--- src/rtl/core/sod_pkg.sv ---
// Package for the divisor-sum block: widths, prime ROM, sequencer states and
// the divider status struct. No dependencies.
`default_nettype none

package sod_pkg;

    localparam int VALUE_BITS_DEF  = 20;
    localparam int PRIME_COUNT_DEF = 172;
    localparam int ROM_DEPTH       = 172;
    localparam int ROM_IDX_BITS    = 8;
    localparam int PRIME_BITS      = 10;
    localparam int SUM_BITS        = 24;

    // Primes 2..1021 in rising order.
    localparam logic [PRIME_BITS-1:0] PRIME_ROM [ROM_DEPTH] = '{
        10'd2, 10'd3, 10'd5, 10'd7, 10'd11, 10'd13, 10'd17, 10'd19, 10'd23, 10'd29,
        10'd31, 10'd37, 10'd41, 10'd43, 10'd47, 10'd53, 10'd59, 10'd61, 10'd67, 10'd71,
        10'd73, 10'd79, 10'd83, 10'd89, 10'd97, 10'd101, 10'd103, 10'd107, 10'd109,
        10'd113, 10'd127, 10'd131, 10'd137, 10'd139, 10'd149, 10'd151, 10'd157, 10'd163,
        10'd167, 10'd173, 10'd179, 10'd181, 10'd191, 10'd193, 10'd197, 10'd199, 10'd211,
        10'd223, 10'd227, 10'd229, 10'd233, 10'd239, 10'd241, 10'd251, 10'd257, 10'd263,
        10'd269, 10'd271, 10'd277, 10'd281, 10'd283, 10'd293, 10'd307, 10'd311, 10'd313,
        10'd317, 10'd331, 10'd337, 10'd347, 10'd349, 10'd353, 10'd359, 10'd367, 10'd373,
        10'd379, 10'd383, 10'd389, 10'd397, 10'd401, 10'd409, 10'd419, 10'd421, 10'd431,
        10'd433, 10'd439, 10'd443, 10'd449, 10'd457, 10'd461, 10'd463, 10'd467, 10'd479,
        10'd487, 10'd491, 10'd499, 10'd503, 10'd509, 10'd521, 10'd523, 10'd541, 10'd547,
        10'd557, 10'd563, 10'd569, 10'd571, 10'd577, 10'd587, 10'd593, 10'd599, 10'd601,
        10'd607, 10'd613, 10'd617, 10'd619, 10'd631, 10'd641, 10'd643, 10'd647, 10'd653,
        10'd659, 10'd661, 10'd673, 10'd677, 10'd683, 10'd691, 10'd701, 10'd709, 10'd719,
        10'd727, 10'd733, 10'd739, 10'd743, 10'd751, 10'd757, 10'd761, 10'd769, 10'd773,
        10'd787, 10'd797, 10'd809, 10'd811, 10'd821, 10'd823, 10'd827, 10'd829, 10'd839,
        10'd853, 10'd857, 10'd859, 10'd863, 10'd877, 10'd881, 10'd883, 10'd887, 10'd907,
        10'd911, 10'd919, 10'd929, 10'd937, 10'd941, 10'd947, 10'd953, 10'd967, 10'd971,
        10'd977, 10'd983, 10'd991, 10'd997, 10'd1009, 10'd1013, 10'd1019, 10'd1021
    };

    function automatic logic [PRIME_BITS-1:0] prime_at(input logic [ROM_IDX_BITS-1:0] idx);
        logic [PRIME_BITS-1:0] p;
        p = '0;
        if (int'(idx) < ROM_DEPTH)
        begin
            p = PRIME_ROM[idx];
        end
        return p;
    endfunction

    typedef enum logic [3:0] {
        ST_IDLE,
        ST_CHECK,
        ST_SQUARE,
        ST_DIV,
        ST_POWER,
        ST_MERGE,
        ST_FINAL,
        ST_FIN_MUL,
        ST_DONE
    } sod_state_t;

    typedef struct packed {
        logic busy;
        logic done;
    } div_status_t;

endpackage

`default_nettype wire

--- src/rtl/core/sod_divider.sv ---
// Restoring divider, one quotient bit per cycle, for the trial divisions.
// Depends on sod_pkg.
`default_nettype none

module sod_divider #(
    parameter int VALUE_BITS = sod_pkg::VALUE_BITS_DEF
) (
    input  wire logic                            clk,
    input  wire logic                            rst_n,
    input  wire logic                            start,
    input  wire logic [VALUE_BITS-1:0]           dividend,
    input  wire logic [sod_pkg::PRIME_BITS-1:0]  divisor,
    output logic [VALUE_BITS-1:0]                quotient,
    output logic [sod_pkg::PRIME_BITS-1:0]       remainder,
    output sod_pkg::div_status_t                 status
);
    import sod_pkg::*;

    localparam int CNT_BITS = $clog2(VALUE_BITS + 1);

    logic [VALUE_BITS-1:0] q_reg, q_next;
    logic [PRIME_BITS-1:0] r_reg, r_next;
    logic [PRIME_BITS-1:0] d_reg, d_next;
    logic [CNT_BITS-1:0]   cnt_reg, cnt_next;
    logic                  busy_reg, busy_next;
    logic                  done_reg, done_next;
    logic [PRIME_BITS:0]   trial;
    logic [PRIME_BITS:0]   diff;
    logic                  fits;

    always_comb
    begin
        trial     = {r_reg, q_reg[VALUE_BITS-1]};
        diff      = trial - {1'b0, d_reg};
        fits      = trial >= {1'b0, d_reg};
        q_next    = q_reg;
        r_next    = r_reg;
        d_next    = d_reg;
        cnt_next  = cnt_reg;
        busy_next = busy_reg;
        done_next = 1'b0;
        if (start)
        begin
            q_next    = dividend;
            r_next    = '0;
            d_next    = divisor;
            cnt_next  = CNT_BITS'(VALUE_BITS);
            busy_next = 1'b1;
        end
        else if (busy_reg)
        begin
            // Shift in the next dividend bit and subtract when it fits.
            q_next   = {q_reg[VALUE_BITS-2:0], fits};
            r_next   = fits ? diff[PRIME_BITS-1:0] : trial[PRIME_BITS-1:0];
            cnt_next = cnt_reg - CNT_BITS'(1);
            if (cnt_reg == CNT_BITS'(1))
            begin
                busy_next = 1'b0;
                done_next = 1'b1;
            end
        end
    end

    always_ff @(posedge clk or negedge rst_n)
    begin
        if (!rst_n)
        begin
            busy_reg <= 1'b0;
            done_reg <= 1'b0;
            cnt_reg  <= '0;
        end
        else
        begin
            busy_reg <= busy_next;
            done_reg <= done_next;
            cnt_reg  <= cnt_next;
        end
    end

    always_ff @(posedge clk)
    begin
        q_reg <= q_next;
        r_reg <= r_next;
        d_reg <= d_next;
    end

    assign quotient    = q_reg;
    assign remainder   = r_reg;
    assign status.busy = busy_reg;
    assign status.done = done_reg;

endmodule

`default_nettype wire

--- src/rtl/core/sod_multiplier.sv ---
// Shared multiplier with a registered product, kept modulo 2^SUM_BITS.
// Depends on sod_pkg.
`default_nettype none

module sod_multiplier (
    input  wire logic                          clk,
    input  wire logic                          start,
    input  wire logic [sod_pkg::SUM_BITS-1:0]  op_a,
    input  wire logic [sod_pkg::SUM_BITS-1:0]  op_b,
    output logic [sod_pkg::SUM_BITS-1:0]       product
);
    import sod_pkg::*;

    logic [2*SUM_BITS-1:0] full;
    logic [SUM_BITS-1:0]   prod_reg, prod_next;

    always_comb
    begin
        full      = op_a * op_b;
        prod_next = start ? full[SUM_BITS-1:0] : prod_reg;
    end

    always_ff @(posedge clk)
    begin
        prod_reg <= prod_next;
    end

    assign product = prod_reg;

endmodule

`default_nettype wire

--- src/rtl/core/sum_of_divisors.sv ---
// Divisor sum by trial division: each prime tried takes one pass of the bit-serial divider,
// each prime factor power a further division and multiply, and each distinct prime factor
// a merge multiply; with default parameters up to 172 primes are tried per transaction,
// fewer when p*p passes the cofactor early. One transaction at a time; the result register
// lets the next input be taken while a result waits. Reset clears the sequencer and the output valid flag.
// Depends on sod_pkg, sod_divider and sod_multiplier.
`default_nettype none

module sum_of_divisors #(
    parameter int VALUE_BITS  = sod_pkg::VALUE_BITS_DEF,
    parameter int PRIME_COUNT = sod_pkg::PRIME_COUNT_DEF
) (
    input  wire logic                          clk,
    input  wire logic                          rst_n,
    input  wire logic                          in_valid,
    output logic                               in_ready,
    input  wire logic [VALUE_BITS-1:0]         value,
    output logic                               out_valid,
    input  wire logic                          out_ready,
    output logic [sod_pkg::SUM_BITS-1:0]       divisor_sum
);
    import sod_pkg::*;

    localparam int LIMIT    = (PRIME_COUNT < ROM_DEPTH) ? PRIME_COUNT : ROM_DEPTH;
    localparam int IDX_BITS = $clog2(LIMIT + 1);
    localparam int CMP_BITS = (VALUE_BITS > SUM_BITS) ? VALUE_BITS : SUM_BITS;

    sod_state_t            state_reg, state_next;
    logic [VALUE_BITS-1:0] n_reg, n_next;
    logic [IDX_BITS-1:0]   idx_reg, idx_next;
    logic [SUM_BITS-1:0]   result_reg, result_next;
    logic [SUM_BITS-1:0]   power_reg, power_next;
    logic [SUM_BITS-1:0]   partial_reg, partial_next;
    logic                  hit_reg, hit_next;
    logic                  out_valid_reg, out_valid_next;
    logic [SUM_BITS-1:0]   out_data_reg, out_data_next;

    logic [PRIME_BITS-1:0] prime;
    logic [VALUE_BITS:0]   n_inc;
    logic                  mul_start;
    logic [SUM_BITS-1:0]   mul_a, mul_b, mul_prod;
    logic                  div_start;
    logic [VALUE_BITS-1:0] div_quot;
    logic [PRIME_BITS-1:0] div_rem;
    div_status_t           div_stat;
    logic                  in_fire;

    assign prime   = prime_at(ROM_IDX_BITS'(idx_reg));
    assign n_inc   = {1'b0, n_reg} + {{VALUE_BITS{1'b0}}, 1'b1};
    assign in_fire = in_valid && in_ready;

    sod_multiplier u_mul (
        .clk     (clk),
        .start   (mul_start),
        .op_a    (mul_a),
        .op_b    (mul_b),
        .product (mul_prod)
    );

    sod_divider #(
        .VALUE_BITS (VALUE_BITS)
    ) u_div (
        .clk       (clk),
        .rst_n     (rst_n),
        .start     (div_start),
        .dividend  (n_reg),
        .divisor   (prime),
        .quotient  (div_quot),
        .remainder (div_rem),
        .status    (div_stat)
    );

    always_comb
    begin
        state_next     = state_reg;
        n_next         = n_reg;
        idx_next       = idx_reg;
        result_next    = result_reg;
        power_next     = power_reg;
        partial_next   = partial_reg;
        hit_next       = hit_reg;
        out_valid_next = out_valid_reg && !out_ready;
        out_data_next  = out_data_reg;
        in_ready       = 1'b0;
        mul_start      = 1'b0;
        mul_a          = SUM_BITS'(prime);
        mul_b          = SUM_BITS'(prime);
        div_start      = 1'b0;

        case (state_reg)
            ST_IDLE:
            begin
                in_ready = 1'b1;
                if (in_valid)
                begin
                    n_next      = value;
                    result_next = SUM_BITS'(1);
                    idx_next    = '0;
                    state_next  = ST_CHECK;
                end
            end
            ST_CHECK:
            begin
                if (idx_reg == IDX_BITS'(LIMIT))
                begin
                    state_next = ST_FINAL;
                end
                else
                begin
                    mul_start    = 1'b1;
                    power_next   = SUM_BITS'(1);
                    partial_next = SUM_BITS'(1);
                    hit_next     = 1'b0;
                    state_next   = ST_SQUARE;
                end
            end
            ST_SQUARE:
            begin
                if (CMP_BITS'(mul_prod) > CMP_BITS'(n_reg))
                begin
                    state_next = ST_FINAL;
                end
                else
                begin
                    div_start  = 1'b1;
                    state_next = ST_DIV;
                end
            end
            ST_DIV:
            begin
                if (div_stat.done)
                begin
                    if (div_rem == '0)
                    begin
                        n_next     = div_quot;
                        hit_next   = 1'b1;
                        mul_start  = 1'b1;
                        mul_a      = power_reg;
                        state_next = ST_POWER;
                    end
                    else if (hit_reg)
                    begin
                        mul_start  = 1'b1;
                        mul_a      = result_reg;
                        mul_b      = partial_reg;
                        state_next = ST_MERGE;
                    end
                    else
                    begin
                        idx_next   = idx_reg + IDX_BITS'(1);
                        state_next = ST_CHECK;
                    end
                end
            end
            ST_POWER:
            begin
                power_next   = mul_prod;
                partial_next = partial_reg + mul_prod;
                div_start    = 1'b1;
                state_next   = ST_DIV;
            end
            ST_MERGE:
            begin
                result_next = mul_prod;
                idx_next    = idx_reg + IDX_BITS'(1);
                state_next  = ST_CHECK;
            end
            ST_FINAL:
            begin
                // A cofactor above one is a prime and adds the factor (cofactor + 1).
                if (n_reg > VALUE_BITS'(1))
                begin
                    mul_start  = 1'b1;
                    mul_a      = result_reg;
                    mul_b      = SUM_BITS'(n_inc);
                    state_next = ST_FIN_MUL;
                end
                else
                begin
                    state_next = ST_DONE;
                end
            end
            ST_FIN_MUL:
            begin
                result_next = mul_prod;
                state_next  = ST_DONE;
            end
            ST_DONE:
            begin
                if (!out_valid_reg || out_ready)
                begin
                    out_valid_next = 1'b1;
                    out_data_next  = result_reg;
                    state_next     = ST_IDLE;
                end
            end
            default:
            begin
                state_next = ST_IDLE;
            end
        endcase
    end

    always_ff @(posedge clk or negedge rst_n)
    begin
        if (!rst_n)
        begin
            state_reg     <= ST_IDLE;
            idx_reg       <= '0;
            hit_reg       <= 1'b0;
            out_valid_reg <= 1'b0;
        end
        else
        begin
            state_reg     <= state_next;
            idx_reg       <= idx_next;
            hit_reg       <= hit_next;
            out_valid_reg <= out_valid_next;
        end
    end

    always_ff @(posedge clk)
    begin
        n_reg        <= n_next;
        result_reg   <= result_next;
        power_reg    <= power_next;
        partial_reg  <= partial_next;
        out_data_reg <= out_data_next;
    end

    assign out_valid   = out_valid_reg;
    assign divisor_sum = out_data_reg;

    // The divider is never restarted while a division is still running.
    a_div_no_restart: assert property (@(posedge clk) disable iff (!rst_n)
        div_start |-> !div_stat.busy)
        else $error("divider started while busy");

    // An accepted transaction always leaves the idle state.
    a_leave_idle: assert property (@(posedge clk) disable iff (!rst_n)
        in_fire |=> state_reg != ST_IDLE)
        else $error("sequencer stayed idle after input transaction");

    // The prime index never runs past the end of the table in use.
    a_idx_range: assert property (@(posedge clk) disable iff (!rst_n)
        idx_reg <= IDX_BITS'(LIMIT))
        else $error("prime index out of range");

    // A division result is only consumed while waiting for it.
    a_div_done_state: assert property (@(posedge clk) disable iff (!rst_n)
        div_stat.done |-> state_reg == ST_DIV)
        else $error("division finished outside the divide step");

endmodule

`default_nettype wire
--- config.mk ---
export PLATFORM = sky130hd
export DESIGN_NAME = sum_of_divisors
export DESIGN_NICKNAME = d
export VERILOG_FILES = /design/src/rtl/core/sod_pkg.sv /design/src/rtl/core/sod_divider.sv /design/src/rtl/core/sod_multiplier.sv /design/src/rtl/core/sum_of_divisors.sv
export SDC_FILE = /design/constraint.sdc
export NUM_CORES = 1
export LEC_CHECK = 0
export BUFFER_PORTS_ARGS = -buffer_cell sky130_fd_sc_hd__buf_2
export CAP_MARGIN = 40
export CORE_UTILIZATION = 30
export CTS_CLUSTER_DIAMETER = 200
export DETAILED_ROUTE_END_ITERATION = 8
export PLACE_DENSITY = 0.52
export SYNTH_ARGS = -nofsm -noshare
export SYNTH_HDL_FRONTEND = slang
export SYNTH_SLANG_ARGS = --single-unit
--- constraint.sdc ---
create_clock -name clk -period 12.67 [get_ports clk]
set_input_delay 1.267 -clock clk [delete_from_list [all_inputs] [get_ports clk]]
set_output_delay 1.267 -clock clk [all_outputs]
set_load 0.05 [all_outputs]
==> results of run 1 <==
## cells in the final DEF (no fill, tap or decap), types with 20 or more instances in the layout
cell type and instances:
sky130_fd_sc_hd__inv_1 381, sky130_fd_sc_hd__nand2_1 330, sky130_fd_sc_hd__fa_1 215, sky130_fd_sc_hd__edfxtp_1 170, sky130_fd_sc_hd__nor2_1 159, sky130_fd_sc_hd__ha_1 157, sky130_fd_sc_hd__o21ai_0 78, sky130_fd_sc_hd__a21oi_1 76
sky130_fd_sc_hd__xnor2_1 75, sky130_fd_sc_hd__nand2b_1 57, sky130_fd_sc_hd__and3_1 57, sky130_fd_sc_hd__buf_2 52, sky130_fd_sc_hd__buf_4 44, sky130_fd_sc_hd__nor3_1 40, sky130_fd_sc_hd__nor2b_1 38, sky130_fd_sc_hd__and2_1 36
sky130_fd_sc_hd__nand3_1 30, sky130_fd_sc_hd__clkbuf_16 26, sky130_fd_sc_hd__mux2i_1 23, sky130_fd_sc_hd__a31oi_1 23, sky130_fd_sc_hd__mux2_2 23, sky130_fd_sc_hd__xor2_1 21, sky130_fd_sc_hd__o21a_1 20
## through the flow
| step | hold slack, ns | instances | setup WS, ns | instance area, um2 |
|---|---|---|---|---|
| 2_1_floorplan | 0.420 | 2438 | 3.19 | 22200 |
| 3_3_place_gp | 0.435 | 3377 | 1.73 | 23500 |
| 3_5_place_dp | 0.445 | 3391 | 1.86 | 23700 |
| 4_1_cts | 0.451 | 3439 | 1.81 | 24600 |
| 5_1_grt | 0.466 | 3439 | 0.966 | 24600 |
| 6_report | 0.446 | 3439 | 1.66 | 24600 |
## cells by family after synthesis
family / Yosys count / synth area share
multiplexers: 51 / 0.0271
AO/OA/AOI/OAI: 387 / 0.120
flip-flops: 201 / 0.262
buffers and inverters: 490 / 0.0844
XOR/XNOR: 102 / 0.0436
AND/OR/NAND/NOR: 835 / 0.180
adder cells (fa/ha/maj): 372 / 0.282
## cell type report
class | instances | share of cell area
Sequential cell | 201 | 0.237
Clock inverter | 19 | 0.00901
Clock buffer | 29 | 0.0269
Inverter | 383 | 0.0585
Multi-Input combinational cell | 1747 | 0.591
Tap cell | 959 | 0.0488
Timing Repair Buffer | 101 | 0.0281
## worst min-delay path by stage
| stage | startpoint | end | slack [ns] | depth (start not counted) |
|---|---|---|---|---|
| floorplan | result_reg[22] | divisor_sum[22] | 0.42 | 0 |
| global route | result_reg[23] | divisor_sum[23] | 0.47 | 0 |
| CTS | result_reg[19] | divisor_sum[19] | 0.45 | 0 |
| detailed placement | result_reg[23] | divisor_sum[23] | 0.44 | 0 |
| global placement | result_reg[20] | divisor_sum[20] | 0.44 | 0 |
| finish | result_reg[19] | divisor_sum[19] | 0.45 | 0 |
## per-layer routing
metal  up-vias  global-route usage  wire [um]
met5         -                   0         18
met4         2              0.0870       3660
met3       171              0.0264       4660
met2       664               0.334      34800
met1      9007               0.273      32400
li1       8166                   -          -
## critical path, delay by kind of cell (launching register included)
kind | cells | cell delay (ns)
xor gates and xnor gates | 1 | 0.17
and+or+nand+nor | 4 | 0.93
AOI/OAI and AO/OA | 10 | 2.92
DFF | 1 | 0.83
muxes | 2 | 1.00
buffers and inverters | 7 | 0.71
adders and majority gates | 9 | 4.14
==> impl_summary.txt, run 1 <==
----------------------------------------------------
[Run status]
  Outcome ... complete, but fails checks
  Failing checks ... design-rule violations

[Critical path]
  Worst-path maximum fanout ... 23
  Data arrival, critical path ... 11.30 ns
  Terminus of the critical flop-to-flop path ... u_mul.product[22]
  Worst R2R Start ... idx_reg[1]
  Max incr delay on CP ... 0.83 ns
  Critical path launch point ... idx_reg[1]
  Crit Path Category ... register to register
  Worst path required time ... 12.95 ns
  Internal reg-to-reg setup slack ... 1.66 ns
  Critical Path End ... u_mul.product[22]
  Reg2Reg Depth ... 33
  Cell repeated most along the worst path ... sky130_fd_sc_hd__inv_1
  Nature of the critical path startpoint ... register
  Capturing element type of the critical path ... register
  Worst-path cell with the longest stage delay ... sky130_fd_sc_hd__dfrtp_1

[STA]
  Final setup violating endpoints ... 0
  Endpoints failing hold ... 0
  Rel. slew slack ... 0.305
  Total negative slack for setup checks ... 0 ns
  Share of the cycle needed by the critical path after routing ... 0.869
  Minimum period implied by the final worst setup slack ... 11.01 ns
  Pins over their slew limit ... 0
  Setup clock skew after layout ... 0.0257 ns
  Unrepaired setup endpoints after global routing ... no
  Top achievable clock speed ... 90.8 MHz
  Transition time of the tightest slew-check pin ... 1.04 ns

[Layout]
  Fraction of layout cells with a size suffix above 1 ... 0.0843
  N_diodes ... 0
  Area grow syn2layout ... 10.6%
  FF/Latch Area ... 5830 um2
  Post-layout util ... 0.336
  Total area of multi-input combinational cells ... 14500 um2
  Total of fill cells in the finished design ... 7585
  Total number of nets in the final design ... 2856

[Flow run]
  Max-capacitance violation count ... 0

[Routing]
  Vias per cell ... 5.24
  Total DRC errors in the routed layout ... 6
  Antenna-violating nets left ... 0
  Pre-Repair DR Iteration Count ... 7
  Detailed-route wire length ... 75600 um
  Wire length per cell ... 22.0 um
  Via Count ... 18.0k
  Starting DRC count in detailed routing ... 1654

[Floorplanning]
  Core area ... 73100 um2
  Die outline width ... 274 um
  Area enclosed by the die boundary ... 75200 um2
  # rows ... 99
  Vert. Die Dim ... 274 um
  Top Ports ... 50
  Initial Utilization ... 0.304

[Clock tree]
  Deepest clock path buffer count ... 3
  TritonCTS clock tree ... built
  Clock Tree Root ... sky130_fd_sc_hd__clkbuf_16
  # hold bufs at CTS ... 0
  H-tree lvl count ... 1
  Clock transition at path regs ... 0.06 ns
  Total clock buffers created by CTS ... 26
  Clock insertion delay at the later pin of the skew report ... 0.57 ns
  Setup Fix Bufs, Post-CTS ... 0
  Clk sink count ... 201
  Total of cells resized after clock tree synthesis ... 0

[Global routing]
  Global router's overall resource usage ... 0.205
  Largest net degree at the start of global routing ... 72
  Total global routing overflow ... 0
  Initial antenna violation count ... 1
  Vias in the first global route ... 18.6k
  Wire length of the first global-routing pass ... 117000 um

[Synth]
  Most frequent cell after synthesis ... sky130_fd_sc_hd__inv_1
  Largest cells by area after synthesis ... sky130_fd_sc_hd__edfxtp_1 (23%), sky130_fd_sc_hd__fa_1 (19%), sky130_fd_sc_hd__ha_1 (8.8%)
  Primary flip-flop cell chosen by synthesis mapping ... sky130_fd_sc_hd__edfxtp_1
  Ranking of synthesized cells by instance count ... sky130_fd_sc_hd__inv_1 (381), sky130_fd_sc_hd__nand2_1 (331), sky130_fd_sc_hd__fa_1 (215)
  Post-synthesis sequential element count ... 201
  Number of enable-type register cells in the synthesized netlist ... 170
  Fraction of synthesized cell area taken by the top area cell type ... 0.230
  Post-Synthesis Cells ... 2438
  Nets in the synthesized netlist ... 2834
  Post-Synthesis Mean Instance Area ... 9.11 um2
  Post-synth cell types ... 92
  Post-synthesis cell type with the largest combined area ... sky130_fd_sc_hd__edfxtp_1
  Cell area after synthesis ... 22200 um2
  Count of synthesis-stage warnings from yosys ... 0
  Part of the Yosys area used for sequential elements ... 0.262
  Post-synthesis async set-or-reset flop share ... 0.104

[Place]
  Number of I/O port buffers ... 49
  Post-DP HPWL ... 58000 um
  Routability cong. ... 0.939

[Worst hold path]
  Path type of the worst min-delay path ... register to register

----------------------------------------------------
Power of run 1 is not shown: default switching activity piles up to over one toggle a cycle in this logic, so the estimate is an artifact.
==> run 2, diff against run 1 <==
==> constraint.sdc (replaced) <==
create_clock -name clk -period 12.67 [get_ports clk]
set_input_delay 2.534 -clock clk [delete_from_list [all_inputs] [get_ports clk]]
set_output_delay 2.534 -clock clk [all_outputs]
set_load 0.05 [all_outputs]
==> run 2 against run 1 <==
  * Hold slack improved by 0.0073 ns
  * Sequential share of layout area hardly changed
  * The flow still finishes with violations (design-rule violations)
  * Largest cell class unchanged
  * Design area fell by 0.18%
  * Critical endpoint is now u_mul.product[23]
  * Critical path type unchanged
  * Wire length fell by 1.2%
==> impl_summary.txt, run 2 (synthesis gave the netlist of run 1 again) <==
----------------------------------------------------
[Place]
  Post-Place Worst Slack ... 2.00 ns (+0.145 ns)
  Number of I/O port buffers ... 49 (unchanged)
  Post-placement cell count ... 3387 (-0.12%)
  Placed instance area ... 23600 um2 (-0.20%)
  Post-DP HPWL ... 57800 um (-0.33%)
  Routability cong. ... 0.948 (+1.0%)

[STA]
  Rel. slew slack ... 0.271 (-0.0348)
  Unrepaired setup endpoints after global routing ... no
  Final setup violating endpoints ... 0 (unchanged)
  Transition time of the tightest slew-check pin ... 1.09 ns (+0.0522 ns)
  Pins over their slew limit ... 0 (unchanged)
  Share of the cycle needed by the critical path after routing ... 0.854 (-0.0147)
  Top achievable clock speed ... 92.4 MHz (+1.7%)
  Post-route setup slack ... 1.84 ns (+0.187 ns)
  Setup clock skew after layout ... 0.0181 ns (-0.00762 ns)
  Minimum period implied by the final worst setup slack ... 10.83 ns (-0.187 ns)
  Endpoints failing hold ... 0 (unchanged)
  Total negative slack for setup checks ... 0 ns (unchanged)

[Flow run]
  Max-capacitance violation count ... 0 (unchanged)

[Routing]
  Wire length per cell ... 21.7 um (-1.1%)
  Antenna-violating nets left ... 0 (unchanged)
  Total DRC errors in the routed layout ... 12 (+6)
  Via Count ... 18.0k (-0.18%)
  Starting DRC count in detailed routing ... 1645 (-0.54%)
  Pre-Repair DR Iteration Count ... 9 (+2)
  Highest routed layer ... met4
  Detailed-route wire length ... 74700 um (-1.2%)
  Met2 wire length ... 34300 um (-1.5%)
  Length of routed wiring on met1 ... 31900 um (-1.5%)
  Met3 layer wire length in the routed design ... 4540 um (-2.6%)
  Vias per cell ... 5.23 (-0.12%)

[Global routing]
  Vias in the first global route ... 18.7k (+0.38%)
  Total global routing overflow ... 0 (unchanged)
  Wire length of the first global-routing pass ... 116000 um (-1.2%)
  Largest net degree at the start of global routing ... 55 (-24%)
  Initial antenna violation count ... 1 (unchanged)
  Global router's overall resource usage ... 0.203 (-0.00269)

[Floorplanning]
  Core area ... 73100 um2 (unchanged)
  Vert. Die Dim ... 274 um (unchanged)
  Die outline width ... 274 um (unchanged)
  Initial Utilization ... 0.304 (unchanged)
  Area enclosed by the die boundary ... 75200 um2 (unchanged)
  # rows ... 99 (unchanged)
  Top Ports ... 50 (unchanged)

[Clock tree]
  Deepest clock path buffer count ... 3 (unchanged)
  Clk sink count ... 201 (unchanged)
  # hold bufs at CTS ... 0 (unchanged)
  Clock insertion delay at the later pin of the skew report ... 0.57 ns (about the same)
  Total clock buffers created by CTS ... 26 (unchanged)
  Clock transition at path regs ... 0.06 ns (about the same)
  Clock Tree Root ... sky130_fd_sc_hd__clkbuf_16
  H-tree lvl count ... 1 (unchanged)
  TritonCTS clock tree ... built
  Total of cells resized after clock tree synthesis ... 0 (unchanged)
  Setup Fix Bufs, Post-CTS ... 0 (unchanged)

[Critical path]
  Internal reg-to-reg setup slack ... 1.84 ns (+0.19 ns)
  Reg2Reg Depth ... 33 (unchanged)
  Terminus of the critical flop-to-flop path ... u_mul.product[23]
  Worst path required time ... 12.97 ns (+0.02 ns)
  Max incr delay on CP ... 0.85 ns (+0.02 ns)
  Crit Path Category ... register to register
  Capturing element type of the critical path ... register
  Data arrival, critical path ... 11.12 ns (-0.18 ns)
  Nature of the critical path startpoint ... register
  Worst-path maximum fanout ... 23 (unchanged)
  Cell repeated most along the worst path ... sky130_fd_sc_hd__inv_1
  Worst-path cell with the longest stage delay ... sky130_fd_sc_hd__dfrtp_1
  Worst R2R Start ... idx_reg[1]

[Worst hold path]
  End point of the worst hold path ... divisor_sum[20]
  Hold depth ... 0 (unchanged)
  Path type of the worst min-delay path ... register to register
  Worst hold start ... result_reg[20]

[Layout]
  Final instance area ... 24500 um2 (-0.18%)
  Most frequent standard cell in the layout excluding fill and tap cells ... sky130_fd_sc_hd__inv_1
  Area grow syn2layout ... 10.4%
  Number of standard cells in the final layout excluding fillers ... 3437 (-0.058%)
  Fraction of layout cells with a size suffix above 1 ... 0.0840 (-0.000268)
  Total number of nets in the final design ... 2852 (-0.14%)
  Commonest cells after routing, fill and taps aside ... sky130_fd_sc_hd__inv_1 (381), sky130_fd_sc_hd__nand2_1 (330), sky130_fd_sc_hd__fa_1 (215), sky130_fd_sc_hd__edfxtp_1 (170), sky130_fd_sc_hd__nor2_1 (159)

[Run status]
  Failing checks ... design-rule violations
  Outcome ... complete, but fails checks

----------------------------------------------------
-- run 2: cell type report --
class                   instances  area (um2)
repair buffers                 97         643
inverters                     383        1440
well taps                     959        1200
clock buffers                  27         654
diodes                          2        5.00
flip-flops and latches        201        5830
fillers                      7542       48500
multi-input cells            1747       14500
clock inverters                21         228
-- run 2: per-layer routing --
| metal | up-vias | GRT usage |
|---|---|---|
| met2 | 670 | 0.330 |
| met1 | 8929 | 0.267 |
| met3 | 201 | 0.0248 |
| met4 | 0 | 0.0952 |
| li1 | 8178 | - |
| met5 | - | 0 |
-- run 2: per-stage QoR --
stage,hold slack [ns],utilization
after floorplan,0.420,-
after global placement,0.438,0.322
after detailed placement,0.450,0.324
after CTS,0.453,0.336
after global routing,0.477,0.336
final,0.453,0.336
-- run 2: worst max-delay path by stage --
stage,from,to,depth (start not counted)
after CTS,idx_reg[1],u_mul.product[23],33
final,idx_reg[1],u_mul.product[23],33
after global placement,idx_reg[1],u_mul.product[23],31
after floorplan,idx_reg[0],u_mul.product[23],36
after detailed placement,idx_reg[1],u_mul.product[23],33
after global routing,idx_reg[1],u_mul.product[22],34
-- run 2: critical path: cells and delay by family, from the launching register on --
family,cells,cell delay [ns]
adder cells (fa/ha/maj),9,4.14
AO/OA/AOI/OAI,7,2.47
AND/OR/NAND/NOR,6,1.02
multiplexers,2,0.97
buffers and inverters,8,0.90
flip-flops,1,0.85
XOR/XNOR,1,0.16
Power of run 2 is left out for the same reason.
